<file path="src/sagc_ram.sv">
// Generic single-write, single-read RAM with registered read data.
`default_nettype none
module sagc_ram #(
  parameter int WIDTH = 8,
  parameter int DEPTH = 16
) (
  input  wire logic                     clk_i,
  input  wire logic                     we_i,
  input  wire logic [$clog2(DEPTH)-1:0] waddr_i,
  input  wire logic [WIDTH-1:0]         wdata_i,
  input  wire logic [$clog2(DEPTH)-1:0] raddr_i,
  output logic      [WIDTH-1:0]         rdata_o
);

  logic [WIDTH-1:0] mem [DEPTH];

  always_ff @(posedge clk_i) begin
    if (we_i) begin
      mem[waddr_i] <= wdata_i;
    end
    rdata_o <= mem[raddr_i];
  end

endmodule
`default_nettype wire

</file>
<file path="config.mk">
export PLATFORM = sky130hd
export DESIGN_NAME = sagc_ram
export DESIGN_NICKNAME = d
export VERILOG_FILES = /design/src/sagc_ram.sv
export SDC_FILE = /design/constraint.sdc
export NUM_CORES = 1
export LEC_CHECK = 0
export BUFFER_PORTS_ARGS = -buffer_cell sky130_fd_sc_hd__buf_2
export CORE_MARGIN = 5
export CORE_UTILIZATION = 35
export DETAILED_ROUTE_END_ITERATION = 8
export SLEW_MARGIN = 20
export SYNTH_ARGS = -nofsm -noshare
export SYNTH_HDL_FRONTEND = slang
export SYNTH_SLANG_ARGS = --single-unit
</file>
<file path="constraint.sdc">
create_clock -name clk_i -period 3.2 [get_ports clk_i]
set_input_delay 0.16 -clock clk_i [delete_from_list [all_inputs] [get_ports clk_i]]
set_output_delay 0.16 -clock clk_i [all_outputs]
set_load 0.01 [all_outputs]
</file>
======== Word-level counts from Yosys, hierarchy flattened ========
Memories as Yosys holds them, arrays and structs flattened. A register that Yosys moved wholly into a read port is not among the register bits.
Cells that the tools add are included.
operators by class
  multiplexer cells ....................... 2
operators by type and width
  operator  count
  $mux W1   2
word-level totals
  output and inout port bits .............. 8
  flip-flop bits (word level) ............. 0
  word-level logic and storage cells ...... 3
  memory bits (writable) .................. 128
  memories kept ........................... 1
memory list
  memory  words  width  rd ports  clocked after memory_dff  write ports  line  RTL
  mem     16     8      1         1                         1            15    logic [WIDTH-1:0] mem [DEPTH];

======== Logic depth before layout (Yosys ltp) ========
  word-level depth ........................ 2
  gate-level depth with buffers ........... 5

======== Least setup slack after synthesis ========
No wires, ideal clock.
  path type ............................... in2reg
  from .................................... input waddr_i[2]
  to ...................................... memory mem[0][0], enable pin
  stages on the path ...................... 2
  arrival time ............................ 1.270 ns
  required time ........................... 2.817 ns
  setup time .............................. 0.383 ns
  setup slack ............................. 1.547 ns
  cell sequence ........................... or3b_2 nor3_1
RTL lines
  element      line  RTL
  from (decl)  9     input wire logic [$clog2(DEPTH)-1:0] waddr_i,
  to (decl)    15
Straight into the memory's write port.

==> impl_metrics.ini <==
[run_status]
status = completed

[timing]
finalSetupTns_ns = 0
max_freq_mhz = 684.2
holdWs_ns = 0.1342
period_needed_ns = 1.462
slew-limit-headroom = 0.3297
fin_crit_sh = 0.4567
rsz0062_at_grt = no
worst_slew_pin_slew_ns = 1.002
setup_viol = 0
maxSlewViolCount = 0
hold_violations = 0
skew_ns = 0.007048

[drt]
first_pass_iters = 4
drt_iter0_drc = 218
routed-wl-met2_um = 4739
wl_met3_um = 600
post_drt_wl_per_cell_um = 22.31
wl_met1_um = 5003
drc = 0
vias = 2391
routed_wl_um = 10490
top_layer = met4
ant_nets = 0
viasPerCell = 5.087

[global_route]
grt_pass1_vias = 2557
grt_max_degree = 33
grt_pass1_wl_um = 15970
antenna_found_initial = 0
grt_usage = 0.1272
grt_overflow = 0

[final_layout]
drive_gt1_frac = 0.3007
num-nets-final = 291
multiInputGateArea_um2 = 1057
area_growth_syn_to_layout_pct = 18.42
seqCellArea_um2 = 4004
fillers = 1262
antenna_cells = 0

[place]
dpl.hpwl_um = 6362
place_congestion = 0.7264
io_buffers = 25

[worst_setup_path]
slowest_stage = mux4_1
crit_arrival_ns = 1.76
worstSetupEndpointType = flop
max_stage_delay_ns = 0.64
path_cells = buf_2 -> buf_4 -> mux4_1 -> a22oi_1 -> nand2_1
start_kind = input pin
critPathRequiredTime_ns = 3.49
critical-path-top-delay-family = multiplexers
rr_worst_depth = 3
cp.depth = 5
crit_buf_inv = 2
crit_fanout = 32
worstSetupPathType = in2reg

[synthesis]
yosysSeqAreaShare = 0.7778
yosys_warnings = 0
synth_nets = 247
syn_inst = 229
synth_cell_types = 19
synth.avg_cell_area_um2 = 22.48
synth_area_um2 = 5147
synth.ff_latch_count = 136

[clocking]
clk_pin_slew_ns = 0.06
cts_tree = built
cts.sinks = 136
cts_hold_buf = 0
cts_resized = 0
clockBufferDepth = 2
clockRootBuffer = clkbuf_16
post_cts_buffers = 0
clkLatencyLatePin_ns = 0.41
ctsHtreeMaxLevel = 4
numCtsBuffers = 17

[floorplanning]
die-area_um2 = 17230
placeableCoreArea_um2 = 14480
io_pins = 26
die_y_um = 131.3
initial_core_util = 0.3555
die_x_um = 131.3
std_cell_rows = 44

[min_path]
whs_path_depth = 1
hold_path.class = in2reg

[job]
drv_cap = 0

[power]
vdd_drop_max_uv = 537.1
powerDensity_nw_per_um2 = 678.1
power_leakage_nw = 2.021
==> state kept, by name, indices dropped and copies added (netlist names) <==
name     count
rdata_o      8
mem        128
==> where the power goes <==
group	internal, W	switching (W)	leakage [nW]	total (W)
Clock	0.00122	0.000723	0.274	0.00195
Combinational	0.0000739	0.000111	0.524	0.000184
Sequential	0.00199	0.0000109	1.22	0.00200
==> final timing paths <==
check	slack, ns	end	start
setup / recovery	1.74	rdata_o[3]$_DFF_P_	raddr_i[0]
hold / removal	0.13	mem[0][6]$_DFFE_PP_	wdata_i[6]
setup reg to reg	1.80	rdata_o[7]$_DFF_P_	mem[0][7]$_DFFE_PP_
hold reg to reg	0.68	rdata_o[1]$_DFF_P_	mem[14][1]$_DFFE_PP_
==> per-stage QoR <==
stage / instance area [um2] / instances / worst slack, ns / util / total power (W)
2_1_floorplan: 5147 / 229 / 1.547 / - / 0.002144
3_3_place_gp: 5492 / 438 / 1.296 / 0.3793 / 0.002222
3_5_place_dp: 5492 / 438 / 1.276 / 0.3793 / 0.002228
4_1_cts: 6096 / 470 / 1.724 / 0.4210 / 0.004178
5_1_grt: 6096 / 470 / 1.605 / 0.4210 / 0.004284
6_report: 6096 / 470 / 1.738 / 0.4210 / 0.004134
==> routing by layer <==
metal	GRT usage	vias up
li1	-	1060
met1	0.1841	1242
met2	0.1812	75
met3	0.04014	14
met4	0.04629	0
met5	0	-
==> worst reg2reg max path: cells and delay by family, from the launching register on <==
kind | cells | cell delay (ns)
mux | 1 | 0.48
flops | 1 | 0.40
simple gates | 1 | 0.10
compound gates | 1 | 0.30
==> cells in the final DEF (no fill, tap or decap) <==
cell type,count
buf_2,25
inv_6,1
nand3b_1,2
mux4_2,18
or3b_2,1
clkbuf_16,17
and2b_1,1
nor2b_1,1
nand2b_1,2
mux4_1,14
edfxtp_1,128
bufinv_16,3
buf_4,10
clkinv_4,2
a22oi_1,16
nor2_1,13
clkinvlp_4,7
dfxtp_1,8
clkinv_2,2
nand2_1,9
and2_1,1
nand3_1,1
nor3_1,4
==> area by class of cell <==
type,instances,share of cell area
Sequential cell,136,0.6568
Multi-Input combinational cell,83,0.1734
Clock buffer,17,0.06979
Tap cell,184,0.03777
Timing Repair Buffer,35,0.03284
Clock inverter,15,0.02935
==> synth_stat cells <==
| cell | n | share of area |
|---|---|---|
| a22oi_1 | 16 | 0.023 |
| and2_1 | 1 | 0.0012 |
| and2b_1 | 1 | 0.0015 |
| buf_2 | 3 | 0.0029 |
| buf_4 | 1 | 0.0015 |
| buf_6 | 3 | 0.0066 |
| clkdlybuf4s25_2 | 3 | 0.0058 |
| dfxtp_1 | 8 | 0.031 |
| edfxtp_1 | 128 | 0.75 |
| mux4_1 | 14 | 0.071 |
| mux4_2 | 18 | 0.079 |
| nand2_1 | 9 | 0.0066 |
| nand2b_1 | 2 | 0.0024 |
| nand3_1 | 1 | 0.00097 |
| nand3b_1 | 2 | 0.0029 |
| nor2_1 | 13 | 0.0095 |
| nor2b_1 | 1 | 0.0012 |
| nor3_1 | 4 | 0.0039 |
| or3b_2 | 1 | 0.0017 |
==> cells by family (layout without fill, tap and decap cells) <==
| logic type | count (synthesis) | count (layout) | synth area share |
|---|---|---|---|
| simple gates | 35 | 35 | 0.03184 |
| flops | 136 | 136 | 0.7778 |
| mux | 32 | 32 | 0.1502 |
| compound gates | 16 | 16 | 0.02334 |
| buf+inv | 10 | 67 | 0.01677 |
(Power assumes the default switching activity.)
