**src/sagc_pkg.sv**
```systemverilog
// Shared types, constants and helpers of the stereo gradient cost block.
`default_nettype none
package sagc_pkg;

  localparam int DEF_MAX_WIDTH = 1024;
  localparam int DEF_MAX_DISP  = 62;
  localparam int RING_DEPTH    = 128;
  localparam int RING_AW       = $clog2(RING_DEPTH);
  localparam int MAX_RESULTS   = 64;
  localparam int CFG_IDX_W     = 3;

  localparam logic [5:0]  RST_DISPARITY    = 6'd0;
  localparam logic        RST_MATCH_RIGHT  = 1'b0;
  localparam logic [15:0] RST_COLOR_CAP    = 16'd1835;
  localparam logic [15:0] RST_GRADIENT_CAP = 16'd524;
  localparam logic [15:0] RST_COLOR_WEIGHT = 16'd58982;
  localparam logic [15:0] RST_BORDER_VALUE = 16'd0;

  // pixel plus gray per ring entry
  localparam int ENTRY_W = 40;

  typedef enum logic [CFG_IDX_W-1:0] {
    CFG_DISPARITY    = 3'd0,
    CFG_MATCH_RIGHT  = 3'd1,
    CFG_COLOR_CAP    = 3'd2,
    CFG_GRADIENT_CAP = 3'd3,
    CFG_COLOR_WEIGHT = 3'd4,
    CFG_BORDER_VALUE = 3'd5
  } cfg_idx_e;

  typedef enum logic [2:0] {
    S_IDLE,
    S_WRITE,
    S_CHK,
    S_RDC,
    S_RDM,
    S_RDP,
    S_CAPT,
    S_WAIT
  } seq_state_e;

  typedef struct packed {
    logic [7:0] left_red;
    logic [7:0] left_green;
    logic [7:0] left_blue;
    logic [7:0] right_red;
    logic [7:0] right_green;
    logic [7:0] right_blue;
    logic       row_end;
  } in_item_t;

  typedef struct packed {
    logic [15:0] cost;
    logic [9:0]  column;
    logic        last;
  } out_item_t;

  typedef struct packed {
    logic [15:0] color_cap;
    logic [15:0] gradient_cap;
    logic [15:0] color_weight;
    logic [15:0] border_value;
  } cost_cfg_t;

  // operands of one cost evaluation
  typedef struct packed {
    logic [23:0] lpix;
    logic [15:0] lgray_m;
    logic [15:0] lgray_p;
    logic [23:0] rpix;
    logic [15:0] rgray_m;
    logic [15:0] rgray_p;
    logic        lhalf;
    logic        rhalf;
    logic        have;
  } cost_req_t;

  // Q0.16 gray from Q0.8 RGB, rounded
  function automatic logic [15:0] gray_of(input logic [23:0] rgb);
    logic [25:0] acc;
    acc = 26'd19595 * 26'(rgb[23:16]) + 26'd38470 * 26'(rgb[15:8])
        + 26'd7471 * 26'(rgb[7:0]) + 26'd128;
    return acc[23:8];
  endfunction

endpackage
`default_nettype wire

```
**src/sagc_cost.sv**
```systemverilog
// Four-stage cost pipeline: color and gradient differences, caps, weighting.
`default_nettype none
module sagc_cost (
  input  wire logic                 clk_i,
  input  wire logic                 rst_ni,
  input  wire logic                 req_valid_i,
  input  wire sagc_pkg::cost_req_t  req_i,
  input  wire sagc_pkg::cost_cfg_t  cfg_i,
  output logic                      res_valid_o,
  output logic [15:0]               res_cost_o
);
  import sagc_pkg::*;

  logic [3:0]  vld_q;
  logic [17:0] sum_q;
  logic [18:0] gabs_q;
  logic [35:0] prod_q;
  logic [15:0] gmin_q;
  logic [31:0] p1_q;
  logic [32:0] p2_q;
  logic [15:0] cost_q;

  logic [15:0] ca [3];
  logic [15:0] cb [3];
  logic [17:0] sum_d;
  logic signed [19:0] lg, rg, gd;
  logic [18:0] gabs_d;
  logic [16:0] quo;
  logic [15:0] cmin;
  logic [33:0] acc;

  always_comb begin
    ca[0] = {req_i.lpix[23:16], 8'd0};
    ca[1] = {req_i.lpix[15:8], 8'd0};
    ca[2] = {req_i.lpix[7:0], 8'd0};
    cb[0] = req_i.have ? {req_i.rpix[23:16], 8'd0} : cfg_i.border_value;
    cb[1] = req_i.have ? {req_i.rpix[15:8], 8'd0} : cfg_i.border_value;
    cb[2] = req_i.have ? {req_i.rpix[7:0], 8'd0} : cfg_i.border_value;
    sum_d = 18'd1;
    for (int i = 0; i < 3; i++) begin
      sum_d = sum_d + 18'((ca[i] > cb[i]) ? (ca[i] - cb[i]) : (cb[i] - ca[i]));
    end
    lg = req_i.lhalf ? 20'sd32768
       : 20'(signed'({4'd0, req_i.lgray_p})) - 20'(signed'({4'd0, req_i.lgray_m}))
         + 20'sd32768;
    if (!req_i.have) begin
      rg = 20'(signed'({4'd0, cfg_i.border_value}));
    end else if (req_i.rhalf) begin
      rg = 20'sd32768;
    end else begin
      rg = 20'(signed'({4'd0, req_i.rgray_p})) - 20'(signed'({4'd0, req_i.rgray_m}))
         + 20'sd32768;
    end
    gd = lg - rg;
    gabs_d = gd[19] ? 19'(-gd) : 19'(gd);
  end

  // divide by three: multiply by ceil(2^19/3), exact below 2^19
  assign quo  = prod_q[35:19];
  assign cmin = (quo > 17'(cfg_i.color_cap)) ? cfg_i.color_cap : quo[15:0];
  assign acc  = 34'(p1_q) + 34'(p2_q) + 34'd32768;

  always_ff @(posedge clk_i or negedge rst_ni) begin
    if (!rst_ni) begin
      vld_q <= '0;
    end else begin
      vld_q <= {vld_q[2:0], req_valid_i};
    end
  end

  always_ff @(posedge clk_i) begin
    sum_q  <= sum_d;
    gabs_q <= gabs_d;
    prod_q <= 36'(sum_q) * 36'd174763;
    gmin_q <= (gabs_q > 19'(cfg_i.gradient_cap)) ? cfg_i.gradient_cap : gabs_q[15:0];
    p1_q   <= 32'(cmin) * 32'(cfg_i.color_weight);
    p2_q   <= 33'(gmin_q) * 33'(17'h10000 - 17'(cfg_i.color_weight));
    cost_q <= acc[31:16];
  end

  assign res_valid_o = vld_q[3];
  assign res_cost_o  = cost_q;

endmodule
`default_nettype wire

```
**config.mk**
```make
export PLATFORM = sky130hd
export DESIGN_NAME = sagc_cost
export DESIGN_NICKNAME = d
export VERILOG_FILES = /design/src/sagc_pkg.sv /design/src/sagc_cost.sv
export SDC_FILE = /design/constraint.sdc
export NUM_CORES = 2
export LEC_CHECK = 0
export ABC_CLOCK_PERIOD_IN_PS = 22900
export BUFFER_PORTS_ARGS = -buffer_cell sky130_fd_sc_hd__buf_2
export CORE_AREA = 2 2 258 285
export CTS_CLUSTER_DIAMETER = 50
export DETAILED_ROUTE_END_ITERATION = 8
export DIE_AREA = 0 0 260 287
export PLACE_DENSITY = 0.67
export SYNTH_ARGS = -nofsm -noshare
export SYNTH_HDL_FRONTEND = slang
export SYNTH_SLANG_ARGS = --single-unit
```
**constraint.sdc**
```tcl
create_clock -name clk_i -period 22.9 [get_ports clk_i]
set_input_delay 1.145 -clock clk_i [delete_from_list [all_inputs] [get_ports clk_i]]
set_output_delay 1.145 -clock clk_i [all_outputs]
set_load 0.005 [all_outputs]
```
# After elaboration in Yosys (flattened, before gate mapping)
# Cells that the tools add are included.
[classes] n_mul=3 mux=12 add_sub_neg=18 order_cmp=5
[ops] op="subtractor 16 x 16 -> 17 bit" n=8
[ops] op="2-to-1 mux 16 bit" n=5
[ops] op="2-to-1 mux 20 bit" n=3
[ops] op="2-to-1 mux 18 bit" n=3
[ops] op="> comparator 16 bit" n=3
[ops] op="adder 17 x 17 -> 18 bit (second input constant)" n=2
[ops] op="adder 18 bit" n=2
[ops] op="multiplier 18 x 18 -> 36 bit (second input constant)" n=1
[ops] op="adder 32 x 16 -> 32 bit (second input constant)" n=1
[ops] op="adder 32 bit" n=1
[ops] op="multiplier 16 x 16 -> 32 bit" n=1
[ops] op="multiplier 17 x 18 -> 32 bit" n=1
[ops] op="subtractor 20 bit" n=1
[ops] op="> comparator 19 x 16 -> 1 bit" n=1
[ops] op="2-to-1 mux 19 bit" n=1
[ops] op="negator 19 bit" n=1
[ops] op="adder 1 x 18 -> 18 bit (first input constant)" n=1
[ops] op="subtractor 17 x 16 -> 18 bit (first input constant)" n=1
[ops] op="> comparator 17 x 16 -> 1 bit" n=1
[totals] inputBits=182 regBits=173 elab_cells=46 output_inout_bits=17

# Logic depth before layout (Yosys ltp)
[depth] depth_word=7 mapped_depth=36 mapped_depth_nobuf=34

# Least setup slack after synthesis
# OpenSTA, ideal clock, no wires.
[synth_path] kind="input to register" start="input port cfg_i[50] in the netlist's numbering" end="register p1_q[31]" setup_time_ps=121 arrival_ps=9004 path_stages=35 path_buffers=4 slack_ps=13775 required_ps=22779 cell_sequence="inv_1 > ha_1 > a21oi_1 > nor2b_1 > o21ai_0 > a21oi_1 > a211oi_1 > o21ai_0 > a2111o_1 > a21oi_1 > buf_2 > buf_4 > mux2_2 > buf_2 > nand2_1 > fa_1 > fa_1 > fa_1 > inv_1 > fa_1 > fa_1 > inv_1 > fa_1 > inv_1 > ha_1 > clkbuf_1 > nand3_1 > a2111oi_0 > o21ai_0 > a21oi_1 > o21ai_1 > o311ai_0 > a21o_1 > a21oi_1 > xnor2_1"
[synth_between] elab_chain_cells=3
[synth_lines] element="from (decl)" line="sagc_cost.sv:8" source="input wire sagc_pkg::cost_cfg_t cfg_i,"
[synth_lines] element="> comparator 17 x 16 -> 1 bit" line="sagc_cost.sv:60" source="assign cmin = (quo > 17'(cfg_i.color_cap)) ? cfg_i.color_cap : quo[15:0];"
[synth_lines] element="2-to-1 mux 16 bit (*)" line="sagc_cost.sv:60"
[synth_lines] element="multiplier 16 x 16 -> 32 bit (*)" line="sagc_cost.sv:76" source="p1_q <= 32'(cmin) * 32'(cfg_i.color_weight);"
[synth_lines] element="to (signal assigned)" line="sagc_cost.sv:76"
[synth_lines] element="to (decl)" line="sagc_cost.sv:19" source="logic [31:0] p1_q;"
# Every way passes the cells marked *; elsewhere a longest branch is shown, timed or not.

# Final worst setup path
# Ends and elaborated chain as after synthesis.

==> results.md <==
- Count of final setup violators: 0
- Die ar.: 74600 µm²
- Core box area: 71500 µm²
- Synth-to-Final Area Change: 7.15%
- Die Ht: 287 µm
- Clock Skew: 0.0166 ns
- Die X: 260 µm
- CTS tree: built
- Bufs on Longest Clock Path: 2
- Max transition margin: 22.5%
- CP max FO: 20
- Initial drt markers: 1132
- # resized after CTS: 0
- Via density: 5.25
- GRT Total Usage: 24.3%
- Largest net degree at the start of global routing: 48
- Setup_tns: 0 ns
- Fmax: 98.9 MHz
- Clock root buffer: clkbuf_16
- Port Buffers: 198
- Leading post-synthesis cells by cell area: fa_1, ha_1, inv_1
- Top cell type's share of synthesized area: 30.2%
- Sequential share of the synthesized area: 8.74%
- Fin crit period: 10.12 ns
- Post-CTS setup repair buffer count: 0
- Post-synth cell types: 76
- Initial antenna violation count: 5
- Status: finished, final reports clean
- Fin. max-slew vios: 0
- RSZ-0062 raised after global routing: false
- Routed wire length: 86500 µm
- CTS buffer count: 17
- Hold crit path type: register to register
- Fin nets: 5473
- Core Rows: 103
- Vias in the first global route: 28100
- Post-Syn Nets: 5353
- Routed WL per cell: 16.8 µm
- DR vias: 27000
- Clock transition at the registers of the reported paths: 0.08 ns
- Drt drc: 0
- Largest area contributor in the synthesized netlist: fa_1
- Post-route clock period utilization: 44.2%
- HPWL Detailed: 72200 µm
- Synth Flop Type: dfxtp_1
- Worst setup SP type: primary input
- Layout fillers: 6677
- Worst setup EP type: register
- Worst EP required: 23.27 ns
- Actual slew at the worst max-slew pin: 1.16 ns
- Highest cell delay on the worst timing path: 0.91 ns
- Final Hold Vio Count: 0
- Clk sinks: 154
- Max_cap viols: 0
- Seq cells post-synth: 154
- Synthesized netlist cell count: 4055
- Layout cells sized above 1: 7.55%
- Hold-fix buffers, CTS: 0
- Crit-path slowest cell: a21oi_2
- Clk_lat worst skew: 0.48 ns
- Grt ovf: 0
- Drt first pass iters: 5
- Fraction of registers with async set/reset: 2.60%
- Ports: 199
- First-pass GRT wire length: 143000 µm
- Area of the mapped netlist: 35500 µm²
- Post-synth EDFFs: 0
- Critical path arrival: 10.48 ns
- Critical path class: primary input to register
- H-tree levels: 4
- Initial core utilization: 49.7%
- Mean Syn Cell Area: 8.76 µm²
- RD Place Congestion: 0.919
- DRT antenna net count: 0
- Yosys warning total: 0
[cell usage after synthesis (33+ instances only)]
library cell	count
a21oi_1	198
mux2_2	33
fa_1	535
ha_1	581
clkbuf_1	97
dfxtp_1	150
inv_1	876
nand2_1	401
nor2_1	134
nor2b_1	52
nor3_1	41
nand3_1	35
and2_1	223
o21ai_0	68
xor2_1	58
a21o_1	91
xnor2_1	140
[cells in the final DEF (no fill, tap or decap), types with 15 or more instances in the layout]
cell,n
a211oi_1,19
a21o_1,91
a21oi_1,197
and2_1,223
buf_2,198
buf_4,24
clkbuf_16,18
dfxtp_1,150
fa_1,535
ha_1,581
inv_1,876
mux2_2,33
mux2i_1,16
nand2_1,401
nand2b_1,24
nand3_1,35
nand4_1,17
nor2_1,134
nor2b_1,52
nor3_1,41
o211ai_1,15
o21a_1,31
o21ai_0,68
o21bai_1,21
xnor2_1,135
xor2_1,57
[final cells by class]
class	instances	area, µm²	share of cell area (%)
multi-input cells	2904	28700	75.4
inverters	876	3290	8.64
flip-flops and latches	154	3100	8.15
well taps	945	1180	3.11
repair buffers	222	1170	3.08
clock buffers	18	450	1.18
clock inverters	14	170	0.447
diodes	1	2.50	0.00658
[worst paths after layout]
check	start	to	slack [ns]	cells after the start
worst max-delay path	cfg_i[50]	p1_q[31]	12.78	34
worst min-delay path	vld_q[2]	vld_q[3]	0.37	0
worst max register to register	prod_q[21]	p1_q[31]	13.20	32
worst min register to register	vld_q[2]	vld_q[3]	0.37	0
max in group asynchronous	rst_ni	vld_q[0]	22.33	1
min in group asynchronous	rst_ni	vld_q[3]	0.46	1
[flip-flops by register name, indices dropped and copies added, names as in the netlist]
name and cells:
gabs_q 19, p2_q 32, p1_q 32, prod_q 17
gmin_q 16, res_cost_o 16, sum_q 18, vld_q 4
[metal layers]
| layer | GRT usage (%) | up-vias | routed length (µm) |
|---|---|---|---|
| li1 | - | 13000 | - |
| met1 | 29.7 | 13300 | 36300 |
| met2 | 44.6 | 541 | 44400 |
| met3 | 3.25 | 118 | 3730 |
| met4 | 6.67 | 10 | 1970 |
| met5 | 0 | - | 66 |
[per-stage QoR]
stage | setup WS, ns | hold slack, ns | area [µm²] | cells | util (%)
global placement | 12.50 | 0.344 | 37400 | 5101 | 52.3
detailed placement | 12.32 | 0.352 | 37400 | 5101 | 52.3
global route | 11.89 | 0.376 | 38100 | 5133 | 53.2
CTS | 12.81 | 0.378 | 38100 | 5133 | 53.2
floorplan | 13.77 | 0.331 | 35500 | 4055 | -
finish | 12.78 | 0.369 | 38100 | 5134 | 53.2
[worst max-delay path, delay by kind of cell]
| family | cells | cell delay, ns |
|---|---|---|
| XOR/XNOR | 1 | 0.12 |
| AO/OA/AOI/OAI | 14 | 4.22 |
| AND/OR/NAND/NOR | 3 | 0.32 |
| multiplexers | 1 | 0.59 |
| adder cells (fa/ha/maj) | 8 | 3.70 |
| buffers and inverters | 7 | 0.38 |
[kinds of logic after synthesis]
group / count (synthesis) / synth area share (%)
adders and majority gates: 1116 / 50.6
DFF: 154 / 8.74
buffers and inverters: 997 / 10.6
xor gates and xnor gates: 198 / 4.88
AOI/OAI and AO/OA: 549 / 10.0
muxes: 49 / 1.50
and+or+nand+nor: 992 / 13.6
Power is not shown: default switching activity piles up to over one toggle a cycle in this logic, so the estimate is an artifact.
